[src/rtl/lctm_pkg.sv]
// ----------------------------------------------------------------------------
// lctm_pkg
// shared types, constants and sizes of the load cell trimmed mean detector
// ----------------------------------------------------------------------------
package lctm_pkg;

    localparam int SAMPLES = 10;
    localparam int TRIM    = 2;
    localparam int KEPT    = SAMPLES - 2 * TRIM;

    localparam int RAW_W   = 24;
    localparam int WGT_W   = 16;
    localparam int GAIN_W  = 16;
    localparam int LCNT_W  = 8;
    localparam int PROD_W  = RAW_W + GAIN_W;

    localparam int CNT_W   = $clog2(SAMPLES);
    localparam int SUM_W   = WGT_W + $clog2(KEPT);
    localparam int RECIP_W = SUM_W + 1;
    localparam int DPROD_W = SUM_W + RECIP_W;

    localparam logic [RECIP_W-1:0] DIV_RECIP = RECIP_W'((1 << SUM_W) / KEPT);
    localparam logic [RAW_W-1:0]   SIGN_FLIP = RAW_W'(24'h80_0000);

    localparam int CFG_IDX_W = 3;
    localparam logic [CFG_IDX_W-1:0] CFG_TARE      = 3'd0;
    localparam logic [CFG_IDX_W-1:0] CFG_GAIN      = 3'd1;
    localparam logic [CFG_IDX_W-1:0] CFG_STABLE    = 3'd2;
    localparam logic [CFG_IDX_W-1:0] CFG_LOW_LIMIT = 3'd3;
    localparam logic [CFG_IDX_W-1:0] CFG_LOW_COUNT = 3'd4;
    localparam logic [CFG_IDX_W-1:0] CFG_THRESHOLD = 3'd5;

    localparam logic [RAW_W-1:0]  TARE_RST      = '0;
    localparam logic [GAIN_W-1:0] GAIN_RST      = 16'd1638;
    localparam logic [WGT_W-1:0]  STABLE_RST    = 16'd3;
    localparam logic [WGT_W-1:0]  LOW_LIMIT_RST = 16'd100;
    localparam logic [LCNT_W-1:0] LOW_COUNT_RST = 8'd10;
    localparam logic [WGT_W-1:0]  THRESHOLD_RST = 16'd25;

    typedef enum logic [1:0] {
        EV_NONE = 2'd0,
        EV_LOW  = 2'd1,
        EV_INC  = 2'd2,
        EV_DEC  = 2'd3
    } event_t;

    typedef enum logic [2:0] {
        ST_IDLE,
        ST_SUB,
        ST_MUL,
        ST_INSERT,
        ST_DRAIN,
        ST_DIV1,
        ST_DIV2,
        ST_JUDGE
    } state_t;

    typedef struct packed {
        logic load;
        logic sub;
        logic mul;
    } weight_ctrl_t;

    typedef struct packed {
        logic insert;
        logic shift;
    } chain_ctrl_t;

endpackage

[src/rtl/lctm_weight.sv]
// ----------------------------------------------------------------------------
// lctm_weight
// raw converter word to saturated weight: offset, tare subtract, gain scale
// ----------------------------------------------------------------------------
module lctm_weight (
    input  logic                                 clk,
    input  lctm_pkg::weight_ctrl_t               ctrl,
    input  logic [lctm_pkg::RAW_W-1:0]           raw,
    input  logic [lctm_pkg::RAW_W-1:0]           tare,
    input  logic [lctm_pkg::GAIN_W-1:0]          gain,
    output logic [lctm_pkg::WGT_W-1:0]           weight
);
    import lctm_pkg::*;

    logic [RAW_W-1:0]  raw_reg;
    logic [RAW_W-1:0]  diff_reg;
    logic              pos_reg;
    logic [PROD_W-1:0] prod_reg;
    logic [RAW_W-1:0]  offset_val;

    assign offset_val = raw_reg ^ SIGN_FLIP;

    always_ff @(posedge clk)
    begin
        if (ctrl.load)
        begin
            raw_reg <= raw;
        end
        if (ctrl.sub)
        begin
            diff_reg <= offset_val - tare;
            pos_reg  <= offset_val > tare;
        end
        if (ctrl.mul)
        begin
            prod_reg <= pos_reg ? PROD_W'(diff_reg) * PROD_W'(gain) : '0;
        end
    end

    // saturate the 24.16 result to the weight range
    assign weight = (|prod_reg[PROD_W-1:WGT_W+16]) ? '1 : prod_reg[WGT_W+15:16];

endmodule

[src/rtl/lctm_cell.sv]
// ----------------------------------------------------------------------------
// lctm_cell
// one slot of the insertion sorting chain, holds one weight of the batch
// ----------------------------------------------------------------------------
module lctm_cell (
    input  logic                          clk,
    input  logic                          rst_n,
    input  lctm_pkg::chain_ctrl_t         ctrl,
    input  logic [lctm_pkg::WGT_W-1:0]    x,
    input  logic [lctm_pkg::WGT_W-1:0]    left_val,
    input  logic                          left_valid,
    input  logic                          left_greater,
    output logic [lctm_pkg::WGT_W-1:0]    val,
    output logic                          valid,
    output logic                          greater
);
    import lctm_pkg::*;

    logic [WGT_W-1:0] val_reg;
    logic [WGT_W-1:0] val_next;
    logic             valid_reg;
    logic             valid_next;

    assign greater = valid_reg && (val_reg > x);
    assign val     = val_reg;
    assign valid   = valid_reg;

    always_comb
    begin
        val_next   = val_reg;
        valid_next = valid_reg;
        priority if (ctrl.shift)
        begin
            val_next   = left_val;
            valid_next = left_valid;
        end
        else if (ctrl.insert && (!valid_reg || greater))
        begin
            priority if (left_greater)
            begin
                val_next   = left_val;
                valid_next = 1'b1;
            end
            else if (left_valid)
            begin
                val_next   = x;
                valid_next = 1'b1;
            end
            else
            begin
                val_next   = val_reg;
            end
        end
        else
        begin
            val_next   = val_reg;
        end
    end

    always_ff @(posedge clk or negedge rst_n)
    begin
        if (!rst_n)
        begin
            valid_reg <= 1'b0;
        end
        else
        begin
            valid_reg <= valid_next;
        end
    end

    always_ff @(posedge clk)
    begin
        val_reg <= val_next;
    end

endmodule

[src/rtl/lctm_chain.sv]
// ----------------------------------------------------------------------------
// lctm_chain
// row of sorting cells; drains through the far end and sums the kept middle
// ----------------------------------------------------------------------------
module lctm_chain (
    input  logic                          clk,
    input  logic                          rst_n,
    input  lctm_pkg::chain_ctrl_t         ctrl,
    input  logic [lctm_pkg::WGT_W-1:0]    x,
    output logic [lctm_pkg::SUM_W-1:0]    sum,
    output logic                          drain_last
);
    import lctm_pkg::*;

    logic [WGT_W-1:0] cell_val   [SAMPLES];
    logic             cell_valid [SAMPLES];
    logic             cell_gt    [SAMPLES];

    logic [CNT_W-1:0] drain_cnt_reg;
    logic [CNT_W-1:0] drain_cnt_next;
    logic [SUM_W-1:0] acc_reg;
    logic [SUM_W-1:0] acc_next;
    logic             in_middle;

    genvar gi;
    generate
        for (gi = 0; gi < SAMPLES; gi++)
        begin : g_cell
            if (gi == 0)
            begin : g_head
                lctm_cell u_cell (
                    .clk          (clk),
                    .rst_n        (rst_n),
                    .ctrl         (ctrl),
                    .x            (x),
                    .left_val     ('0),
                    .left_valid   (!ctrl.shift),
                    .left_greater (1'b0),
                    .val          (cell_val[gi]),
                    .valid        (cell_valid[gi]),
                    .greater      (cell_gt[gi])
                );
            end
            else
            begin : g_body
                lctm_cell u_cell (
                    .clk          (clk),
                    .rst_n        (rst_n),
                    .ctrl         (ctrl),
                    .x            (x),
                    .left_val     (cell_val[gi-1]),
                    .left_valid   (cell_valid[gi-1]),
                    .left_greater (cell_gt[gi-1]),
                    .val          (cell_val[gi]),
                    .valid        (cell_valid[gi]),
                    .greater      (cell_gt[gi])
                );
            end
        end
    endgenerate

    // the far cell shows the largest first, so the kept window is symmetric
    assign in_middle  = (drain_cnt_reg >= CNT_W'(TRIM)) &&
                        (drain_cnt_reg < CNT_W'(SAMPLES - TRIM));
    assign drain_last = ctrl.shift && (drain_cnt_reg == CNT_W'(SAMPLES - 1));
    assign sum        = acc_reg;

    always_comb
    begin
        drain_cnt_next = drain_cnt_reg;
        acc_next       = acc_reg;
        if (ctrl.shift)
        begin
            drain_cnt_next = drain_last ? '0 : drain_cnt_reg + 1'b1;
            acc_next       = ((drain_cnt_reg == '0) ? '0 : acc_reg) +
                             (in_middle ? SUM_W'(cell_val[SAMPLES-1]) : '0);
        end
    end

    always_ff @(posedge clk or negedge rst_n)
    begin
        if (!rst_n)
        begin
            drain_cnt_reg <= '0;
        end
        else
        begin
            drain_cnt_reg <= drain_cnt_next;
        end
    end

    always_ff @(posedge clk)
    begin
        acc_reg <= acc_next;
    end

endmodule

[src/rtl/load_cell_trimmed_mean_change_detector.sv]
// ----------------------------------------------------------------------------
// load_cell_trimmed_mean_change_detector
// weight conversion, sorting chain trimmed mean and settle / change judgement
// ----------------------------------------------------------------------------
// an item is taken in idle; subtract, multiply, insert into the chain follow
// before the next is taken; the last item of a batch adds chain drain, two
// divide steps by reciprocal, judgement; the result register loads after that
// the result register parts the output side; a stalled result holds off
// the judgement of the next batch and with it the intake of further items
// reset clears control, counters, settle history and the config registers to defaults
module load_cell_trimmed_mean_change_detector (
    input  logic                               clk,
    input  logic                               rst_n,
    input  logic                               in_valid,
    output logic                               in_stall,
    input  logic [lctm_pkg::RAW_W-1:0]         raw_sample,
    output logic                               out_valid,
    input  logic                               out_stall,
    output logic [1:0]                         event_res,
    output logic [lctm_pkg::WGT_W-1:0]         change_amount,
    output logic [lctm_pkg::WGT_W-1:0]         average_weight,
    output logic                               settled,
    input  logic                               cfg_valid,
    output logic                               cfg_ready,
    input  logic [lctm_pkg::CFG_IDX_W-1:0]     cfg_index,
    input  logic [lctm_pkg::RAW_W-1:0]         cfg_data
);
    import lctm_pkg::*;

    state_t state_reg;
    state_t state_next;

    logic [RAW_W-1:0]  tare_reg;
    logic [GAIN_W-1:0] gain_reg;
    logic [WGT_W-1:0]  stable_reg;
    logic [WGT_W-1:0]  low_limit_reg;
    logic [LCNT_W-1:0] low_report_reg;
    logic [WGT_W-1:0]  threshold_reg;

    logic [CNT_W-1:0]  batch_cnt_reg;
    logic [CNT_W-1:0]  batch_cnt_next;
    logic [WGT_W-1:0]  last_reading_reg;
    logic [WGT_W-1:0]  last_reading_next;
    logic [WGT_W-1:0]  last_settled_reg;
    logic [WGT_W-1:0]  last_settled_next;
    logic [LCNT_W-1:0] low_count_reg;
    logic [LCNT_W-1:0] low_count_next;

    logic              out_valid_reg;
    logic              out_valid_next;
    event_t            event_reg;
    event_t            event_next;
    logic [WGT_W-1:0]  change_reg;
    logic [WGT_W-1:0]  change_next;
    logic [WGT_W-1:0]  avg_out_reg;
    logic              settled_reg;
    logic              settled_next;

    weight_ctrl_t      wctrl;
    chain_ctrl_t       cctrl;
    logic              div1_en;
    logic              div2_en;
    logic              judge_en;
    logic              out_free;
    logic              batch_end;

    logic [WGT_W-1:0]   weight;
    logic [SUM_W-1:0]   sum;
    logic               drain_last;
    logic [DPROD_W-1:0] recip_prod;
    logic [SUM_W-1:0]   q0_reg;
    logic [SUM_W-1:0]   rem;
    logic [WGT_W-1:0]   avg_reg;

    logic [WGT_W:0]     avg_ext;
    logic [WGT_W:0]     reading_ext;
    logic [WGT_W:0]     settled_ext;
    logic               unsettled;

    lctm_weight u_weight (
        .clk    (clk),
        .ctrl   (wctrl),
        .raw    (raw_sample),
        .tare   (tare_reg),
        .gain   (gain_reg),
        .weight (weight)
    );

    lctm_chain u_chain (
        .clk        (clk),
        .rst_n      (rst_n),
        .ctrl       (cctrl),
        .x          (weight),
        .sum        (sum),
        .drain_last (drain_last)
    );

    assign cfg_ready      = 1'b1;
    assign out_valid      = out_valid_reg;
    assign event_res      = event_reg;
    assign change_amount  = change_reg;
    assign average_weight = avg_out_reg;
    assign settled        = settled_reg;

    assign out_free  = !out_valid_reg || !out_stall;
    assign batch_end = batch_cnt_reg == CNT_W'(SAMPLES - 1);

    // next state
    always_comb
    begin
        state_next = state_reg;
        unique case (state_reg)
            ST_IDLE:   state_next = in_valid ? ST_SUB : ST_IDLE;
            ST_SUB:    state_next = ST_MUL;
            ST_MUL:    state_next = ST_INSERT;
            ST_INSERT: state_next = batch_end ? ST_DRAIN : ST_IDLE;
            ST_DRAIN:  state_next = drain_last ? ST_DIV1 : ST_DRAIN;
            ST_DIV1:   state_next = ST_DIV2;
            ST_DIV2:   state_next = ST_JUDGE;
            ST_JUDGE:  state_next = out_free ? ST_IDLE : ST_JUDGE;
            default:   state_next = ST_IDLE;
        endcase
    end

    // outputs of the sequencer
    always_comb
    begin
        in_stall     = 1'b1;
        wctrl        = '0;
        cctrl        = '0;
        div1_en      = 1'b0;
        div2_en      = 1'b0;
        judge_en     = 1'b0;
        unique case (state_reg)
            ST_IDLE:
            begin
                in_stall   = 1'b0;
                wctrl.load = in_valid;
            end
            ST_SUB:    wctrl.sub    = 1'b1;
            ST_MUL:    wctrl.mul    = 1'b1;
            ST_INSERT: cctrl.insert = 1'b1;
            ST_DRAIN:  cctrl.shift  = 1'b1;
            ST_DIV1:   div1_en      = 1'b1;
            ST_DIV2:   div2_en      = 1'b1;
            ST_JUDGE:  judge_en     = out_free;
            default:   in_stall     = 1'b1;
        endcase
    end

    assign batch_cnt_next = cctrl.insert ? (batch_end ? '0 : batch_cnt_reg + 1'b1)
                                         : batch_cnt_reg;

    // divide by the kept count: reciprocal estimate, then one correction
    assign recip_prod = DPROD_W'(sum) * DPROD_W'(DIV_RECIP);
    assign rem        = sum - SUM_W'(q0_reg * SUM_W'(KEPT));

    always_ff @(posedge clk)
    begin
        if (div1_en)
        begin
            q0_reg <= SUM_W'(recip_prod[DPROD_W-1:SUM_W]);
        end
        if (div2_en)
        begin
            avg_reg <= (rem >= SUM_W'(KEPT)) ? WGT_W'(q0_reg + 1'b1) : WGT_W'(q0_reg);
        end
    end

    assign avg_ext     = {1'b0, avg_reg};
    assign reading_ext = {1'b0, last_reading_reg};
    assign settled_ext = {1'b0, last_settled_reg};
    assign unsettled   = (avg_ext > reading_ext + {1'b0, stable_reg}) ||
                         (reading_ext > avg_ext + {1'b0, stable_reg});

    always_comb
    begin
        last_reading_next = last_reading_reg;
        last_settled_next = last_settled_reg;
        low_count_next    = low_count_reg;
        event_next        = event_reg;
        change_next       = change_reg;
        settled_next      = settled_reg;
        out_valid_next    = out_valid_reg && out_stall;
        if (judge_en)
        begin
            out_valid_next    = 1'b1;
            event_next        = EV_NONE;
            change_next       = '0;
            last_reading_next = avg_reg;
            priority if (unsettled)
            begin
                settled_next = 1'b0;
            end
            else if (avg_reg < low_limit_reg)
            begin
                settled_next      = 1'b1;
                last_settled_next = avg_reg;
                if (low_count_reg < low_report_reg)
                begin
                    event_next     = EV_LOW;
                    low_count_next = low_count_reg + 1'b1;
                end
            end
            else if (avg_reg >= last_settled_reg)
            begin
                settled_next      = 1'b1;
                last_settled_next = avg_reg;
                low_count_next    = '0;
                if (avg_ext >= settled_ext + {1'b0, threshold_reg})
                begin
                    event_next  = (last_settled_reg == '0) ? EV_NONE : EV_INC;
                    change_next = avg_reg - last_settled_reg;
                end
            end
            else
            begin
                settled_next      = 1'b1;
                last_settled_next = avg_reg;
                low_count_next    = '0;
                if (settled_ext >= avg_ext + {1'b0, threshold_reg})
                begin
                    event_next  = EV_DEC;
                    change_next = last_settled_reg - avg_reg;
                end
            end
        end
    end

    always_ff @(posedge clk or negedge rst_n)
    begin
        if (!rst_n)
        begin
            state_reg        <= ST_IDLE;
            batch_cnt_reg    <= '0;
            last_reading_reg <= '0;
            last_settled_reg <= '0;
            low_count_reg    <= '0;
            out_valid_reg    <= 1'b0;
        end
        else
        begin
            state_reg        <= state_next;
            batch_cnt_reg    <= batch_cnt_next;
            last_reading_reg <= last_reading_next;
            last_settled_reg <= last_settled_next;
            low_count_reg    <= low_count_next;
            out_valid_reg    <= out_valid_next;
        end
    end

    always_ff @(posedge clk)
    begin
        event_reg   <= event_next;
        change_reg  <= change_next;
        settled_reg <= settled_next;
        if (judge_en)
        begin
            avg_out_reg <= avg_reg;
        end
    end

    always_ff @(posedge clk or negedge rst_n)
    begin
        if (!rst_n)
        begin
            tare_reg       <= TARE_RST;
            gain_reg       <= GAIN_RST;
            stable_reg     <= STABLE_RST;
            low_limit_reg  <= LOW_LIMIT_RST;
            low_report_reg <= LOW_COUNT_RST;
            threshold_reg  <= THRESHOLD_RST;
        end
        else if (cfg_valid && cfg_ready)
        begin
            unique case (cfg_index)
                CFG_TARE:      tare_reg       <= cfg_data;
                CFG_GAIN:      gain_reg       <= cfg_data[GAIN_W-1:0];
                CFG_STABLE:    stable_reg     <= cfg_data[WGT_W-1:0];
                CFG_LOW_LIMIT: low_limit_reg  <= cfg_data[WGT_W-1:0];
                CFG_LOW_COUNT: low_report_reg <= cfg_data[LCNT_W-1:0];
                CFG_THRESHOLD: threshold_reg  <= cfg_data[WGT_W-1:0];
                default:       tare_reg       <= tare_reg;
            endcase
        end
    end

`ifndef ASSERT_OFF
    a_result_from_judge: assert property (@(posedge clk) disable iff (!rst_n)
        $rose(out_valid_reg) |-> $past(state_reg == ST_JUDGE))
        else $error("result appeared outside judgement");

    a_transfer_starts_conv: assert property (@(posedge clk) disable iff (!rst_n)
        (in_valid && !in_stall) |=> (state_reg == ST_SUB))
        else $error("input transfer did not start conversion");

    a_unsettled_quiet: assert property (@(posedge clk) disable iff (!rst_n)
        (out_valid_reg && !settled_reg) |-> (event_reg == EV_NONE && change_reg == '0))
        else $error("unsettled result carries an event");

    a_low_no_change: assert property (@(posedge clk) disable iff (!rst_n)
        (out_valid_reg && event_reg == EV_LOW) |-> (change_reg == '0))
        else $error("low weight result carries a change");
`endif

endmodule
[config.mk]
export PLATFORM = sky130hd
export DESIGN_NAME = load_cell_trimmed_mean_change_detector
export DESIGN_NICKNAME = d
export VERILOG_FILES = /design/src/rtl/lctm_pkg.sv /design/src/rtl/lctm_weight.sv /design/src/rtl/lctm_cell.sv /design/src/rtl/lctm_chain.sv /design/src/rtl/load_cell_trimmed_mean_change_detector.sv
export SDC_FILE = /design/constraint.sdc
export NUM_CORES = 2
export LEC_CHECK = 0
export ABC_AREA = 1
export BUFFER_PORTS_ARGS = -buffer_cell sky130_fd_sc_hd__buf_2
export CORE_UTILIZATION = 45
export CTS_BUF_LIST = sky130_fd_sc_hd__clkbuf_16
export CTS_CLUSTER_SIZE = 28
export DETAILED_ROUTE_END_ITERATION = 16
export PLACE_DENSITY_LB_ADDON = 0.3
export SLEW_MARGIN = 10
export SYNTH_ARGS = -nofsm -noshare
export SYNTH_HDL_FRONTEND = slang
export SYNTH_SLANG_ARGS = --single-unit
[constraint.sdc]
create_clock -name clk -period 15.9 [get_ports clk]
set_input_delay 0.795 -clock clk [delete_from_list [all_inputs] [get_ports clk]]
set_output_delay 0.795 -clock clk [all_outputs]
set_load 0.005 [all_outputs]
==> qor.yml <==
yosys:
  yosys.area.top_type: "edfxtp_1"
  ys_warn_count: 0
  synth_ff_type: "edfxtp_1"
  synth_most_common_cell: "nand2_1"
  synth_edf_count: 304
  synth_top_area_share_pct: 18.0
  syn_area_per_cell_um2: 8.28
  syn-num-nets: 7263
  synth.distinct_cells: 64
  synth_area_um2: 50600
  yosys-top-cells-area: "edfxtp_1, ha_1, fa_1"
  synthArstFlopShare_pct: 33.1
  synth_commonest_cells: "nand2_1, inv_1, ha_1, o21ai_0, fa_1"
  seq_area_frac_synth_pct: 26.5
  synthCells: 6113
  synth-seq-cells: 478
clock_tree:
  cts-buffers-inserted: 56
  htreeDepth: 2
  cts_setup_buffers: 0
  cts_resized: 0
  root_buffer: "clkbuf_16"
  cts.reportedPaths.clkPinSlew_ns: 0.08
  cts_tree: "yes"
  clock_path_buffers: 3
  clock_sink_count: 478
  clk_latency_ns: 0.64
  cts_hold_buffers: 0
global_routing:
  globalRouteOverflowTotal: 0
  grt_pass1_vias: 40300
  grt_max_degree: 62
  grtUsageTotal_pct: 24.8
  grt_first_pass_wirelength_um: 221000
  grt_antenna_before_repair: 2
finish:
  area_growth_pct: 7.45
  multi_input_area_um2: 32300
  fin_util_pct: 49.0
  largest_reg_flops: 144
  regArea_um2: 13400
  drive_gt1_share_pct: 4.76
  final_area_um2: 54400
  fillers: 10700
  diodes: 0
  fin_nets: 7257
placed_design:
  port_buffers: 92
  dp_hpwl_um: 108000
  placed_area_um2: 52500
  place_congestion: 0.946
die:
  rows: 122
  fp.dieW_um: 337
  initial_core_util_pct: 45.6
  design.portCount: 94
  die_y_um: 337
  design.core.area_um2: 111000
  dieArea_um2: 114000
routing:
  wire_per_inst_um: 18.2
  num_vias: 40600
  final_antenna_net_count: 0
  drc: 0
  postRouteWirelength_um: 139000
  vias_per_cell: 5.31
  first_pass_iters: 7
  drt-initial-drc-count: 3061
worst_hold_path:
  hp-class: "in -> async"
timing:
  fin_tns_setup_ns: 0
  max_freq_ghz: 0.145
  clock_skew_ns: 0.0194
  min_period_ns: 6.89
  rsz0062_at_grt: "no"
  drv_slew: 0
  setup-violations-final: 0
  period_share_pct: 43.4
  worst_pin_slew_ns: 1.22
  relSlewSlack_pct: 18.8
  hold_violations: 0
worst_setup_path:
  critical_path_class: "reg -> reg"
  crit_fanout: 25
  cp_common_cell: "fa_1"
  startpoint_type: "register"
  max_stage_delay_ns: 1.12
  path_buf_inv: 4
  crit_arrival_ns: 7.34
  endpoint_kind: "register"
  required_ns: 16.35
  worstPathCellList: "nand2_1, fa_1, fa_1, fa_1, fa_1, inv_1, fa_1, inv_1, fa_1, inv_1, ha_1, nand2_1, inv_1, a21oi_1, a21boi_0, o21ai_0, a21boi_0, o21ai_0, a21oi_1"
  timing.rr.end: "u_weight.prod_reg[24]"
  r2r_slack_ns: 9.01
  rr_startpoint: "gain_reg[3]"
  critPathTopFamily: "adder cells"
  slowest_stage: "dfrtp_1"
  ff2ff_path_depth: 19
status:
  status: "finished clean"
run:
  drv_cap: 0
==> layout by cell type (no fill, tap or decap), types with 58 or more instances in the layout <==
| cell type | synthesis | routed |
|---|---|---|
| nand2_1 | 1385 | 1384 |
| edfxtp_1 | 304 | 304 |
| nand3_1 | 139 | 139 |
| fa_1 | 417 | 417 |
| ha_1 | 677 | 677 |
| xor2_1 | 98 | 98 |
| clkbuf_16 | 0 | 58 |
| buf_2 | 22 | 91 |
| inv_1 | 1103 | 1115 |
| nor2_1 | 334 | 315 |
| a21oi_1 | 377 | 376 |
| dfrtp_1 | 142 | 142 |
| xnor2_1 | 68 | 68 |
| o21ai_0 | 433 | 425 |
| nand4_1 | 89 | 89 |
==> worst max-delay path by stage <==
stage | from | slack, ns | endpoint | cells after the start
3_5_place_dp | gain_reg[3] | 9.13 | u_weight.prod_reg[39] | 23
5_1_grt | gain_reg[8] | 8.72 | u_weight.prod_reg[24] | 20
6_report | gain_reg[3] | 9.01 | u_weight.prod_reg[24] | 19
4_1_cts | gain_reg[3] | 9.10 | u_weight.prod_reg[39] | 23
3_3_place_gp | gain_reg[12] | 9.14 | u_weight.prod_reg[24] | 20
2_1_floorplan | gain_reg[10] | 9.92 | u_weight.prod_reg[24] | 22
==> area by class of cell <==
class / instances / area share (%)
Multi-Input combinational cell: 4325 / 59.3
Clock buffer: 58 / 2.67
Tap cell: 1488 / 3.42
Inverter: 1110 / 7.66
Clock inverter: 48 / 0.766
Timing Repair Buffer: 136 / 1.46
Sequential cell: 478 / 24.7
==> per-layer routing <==
metal  global-route usage (%)  vias to the layer above  part of all wire [%]
met5                        0                        -                 0.018
met4                     5.69                        4                   2.3
li1                         -                    19700                     -
met2                     39.9                     1187                    45
met3                     4.10                      199                   7.0
met1                     34.9                    19500                    46
==> cell families after synthesis <==
kind of cell             after synthesis  share of synthesized area, %
buffers and inverters               1310                          9.84
other                                  1                       0.00741
AO/OA/AOI/OAI                       1010                          11.0
AND/OR/NAND/NOR                     2053                          16.5
adder cells (fa/ha/maj)             1094                          33.2
XOR/XNOR                             167                          2.90
flip-flops                           478                          26.5
==> through the flow <==
step | hold WS [ns] | instances | worst slack, ns
global placement | 0.467 | 7537 | 9.14
finish | 0.0950 | 7643 | 9.01
CTS | 0.0842 | 7643 | 9.10
floorplan | 0.453 | 6113 | 9.92
global route | 0.116 | 7643 | 8.72
detailed placement | 0.473 | 7537 | 9.13
Power is left out: the tool's default activity adds up to more than one toggle a clock period on the data nets, which glitch-free logic cannot reach.
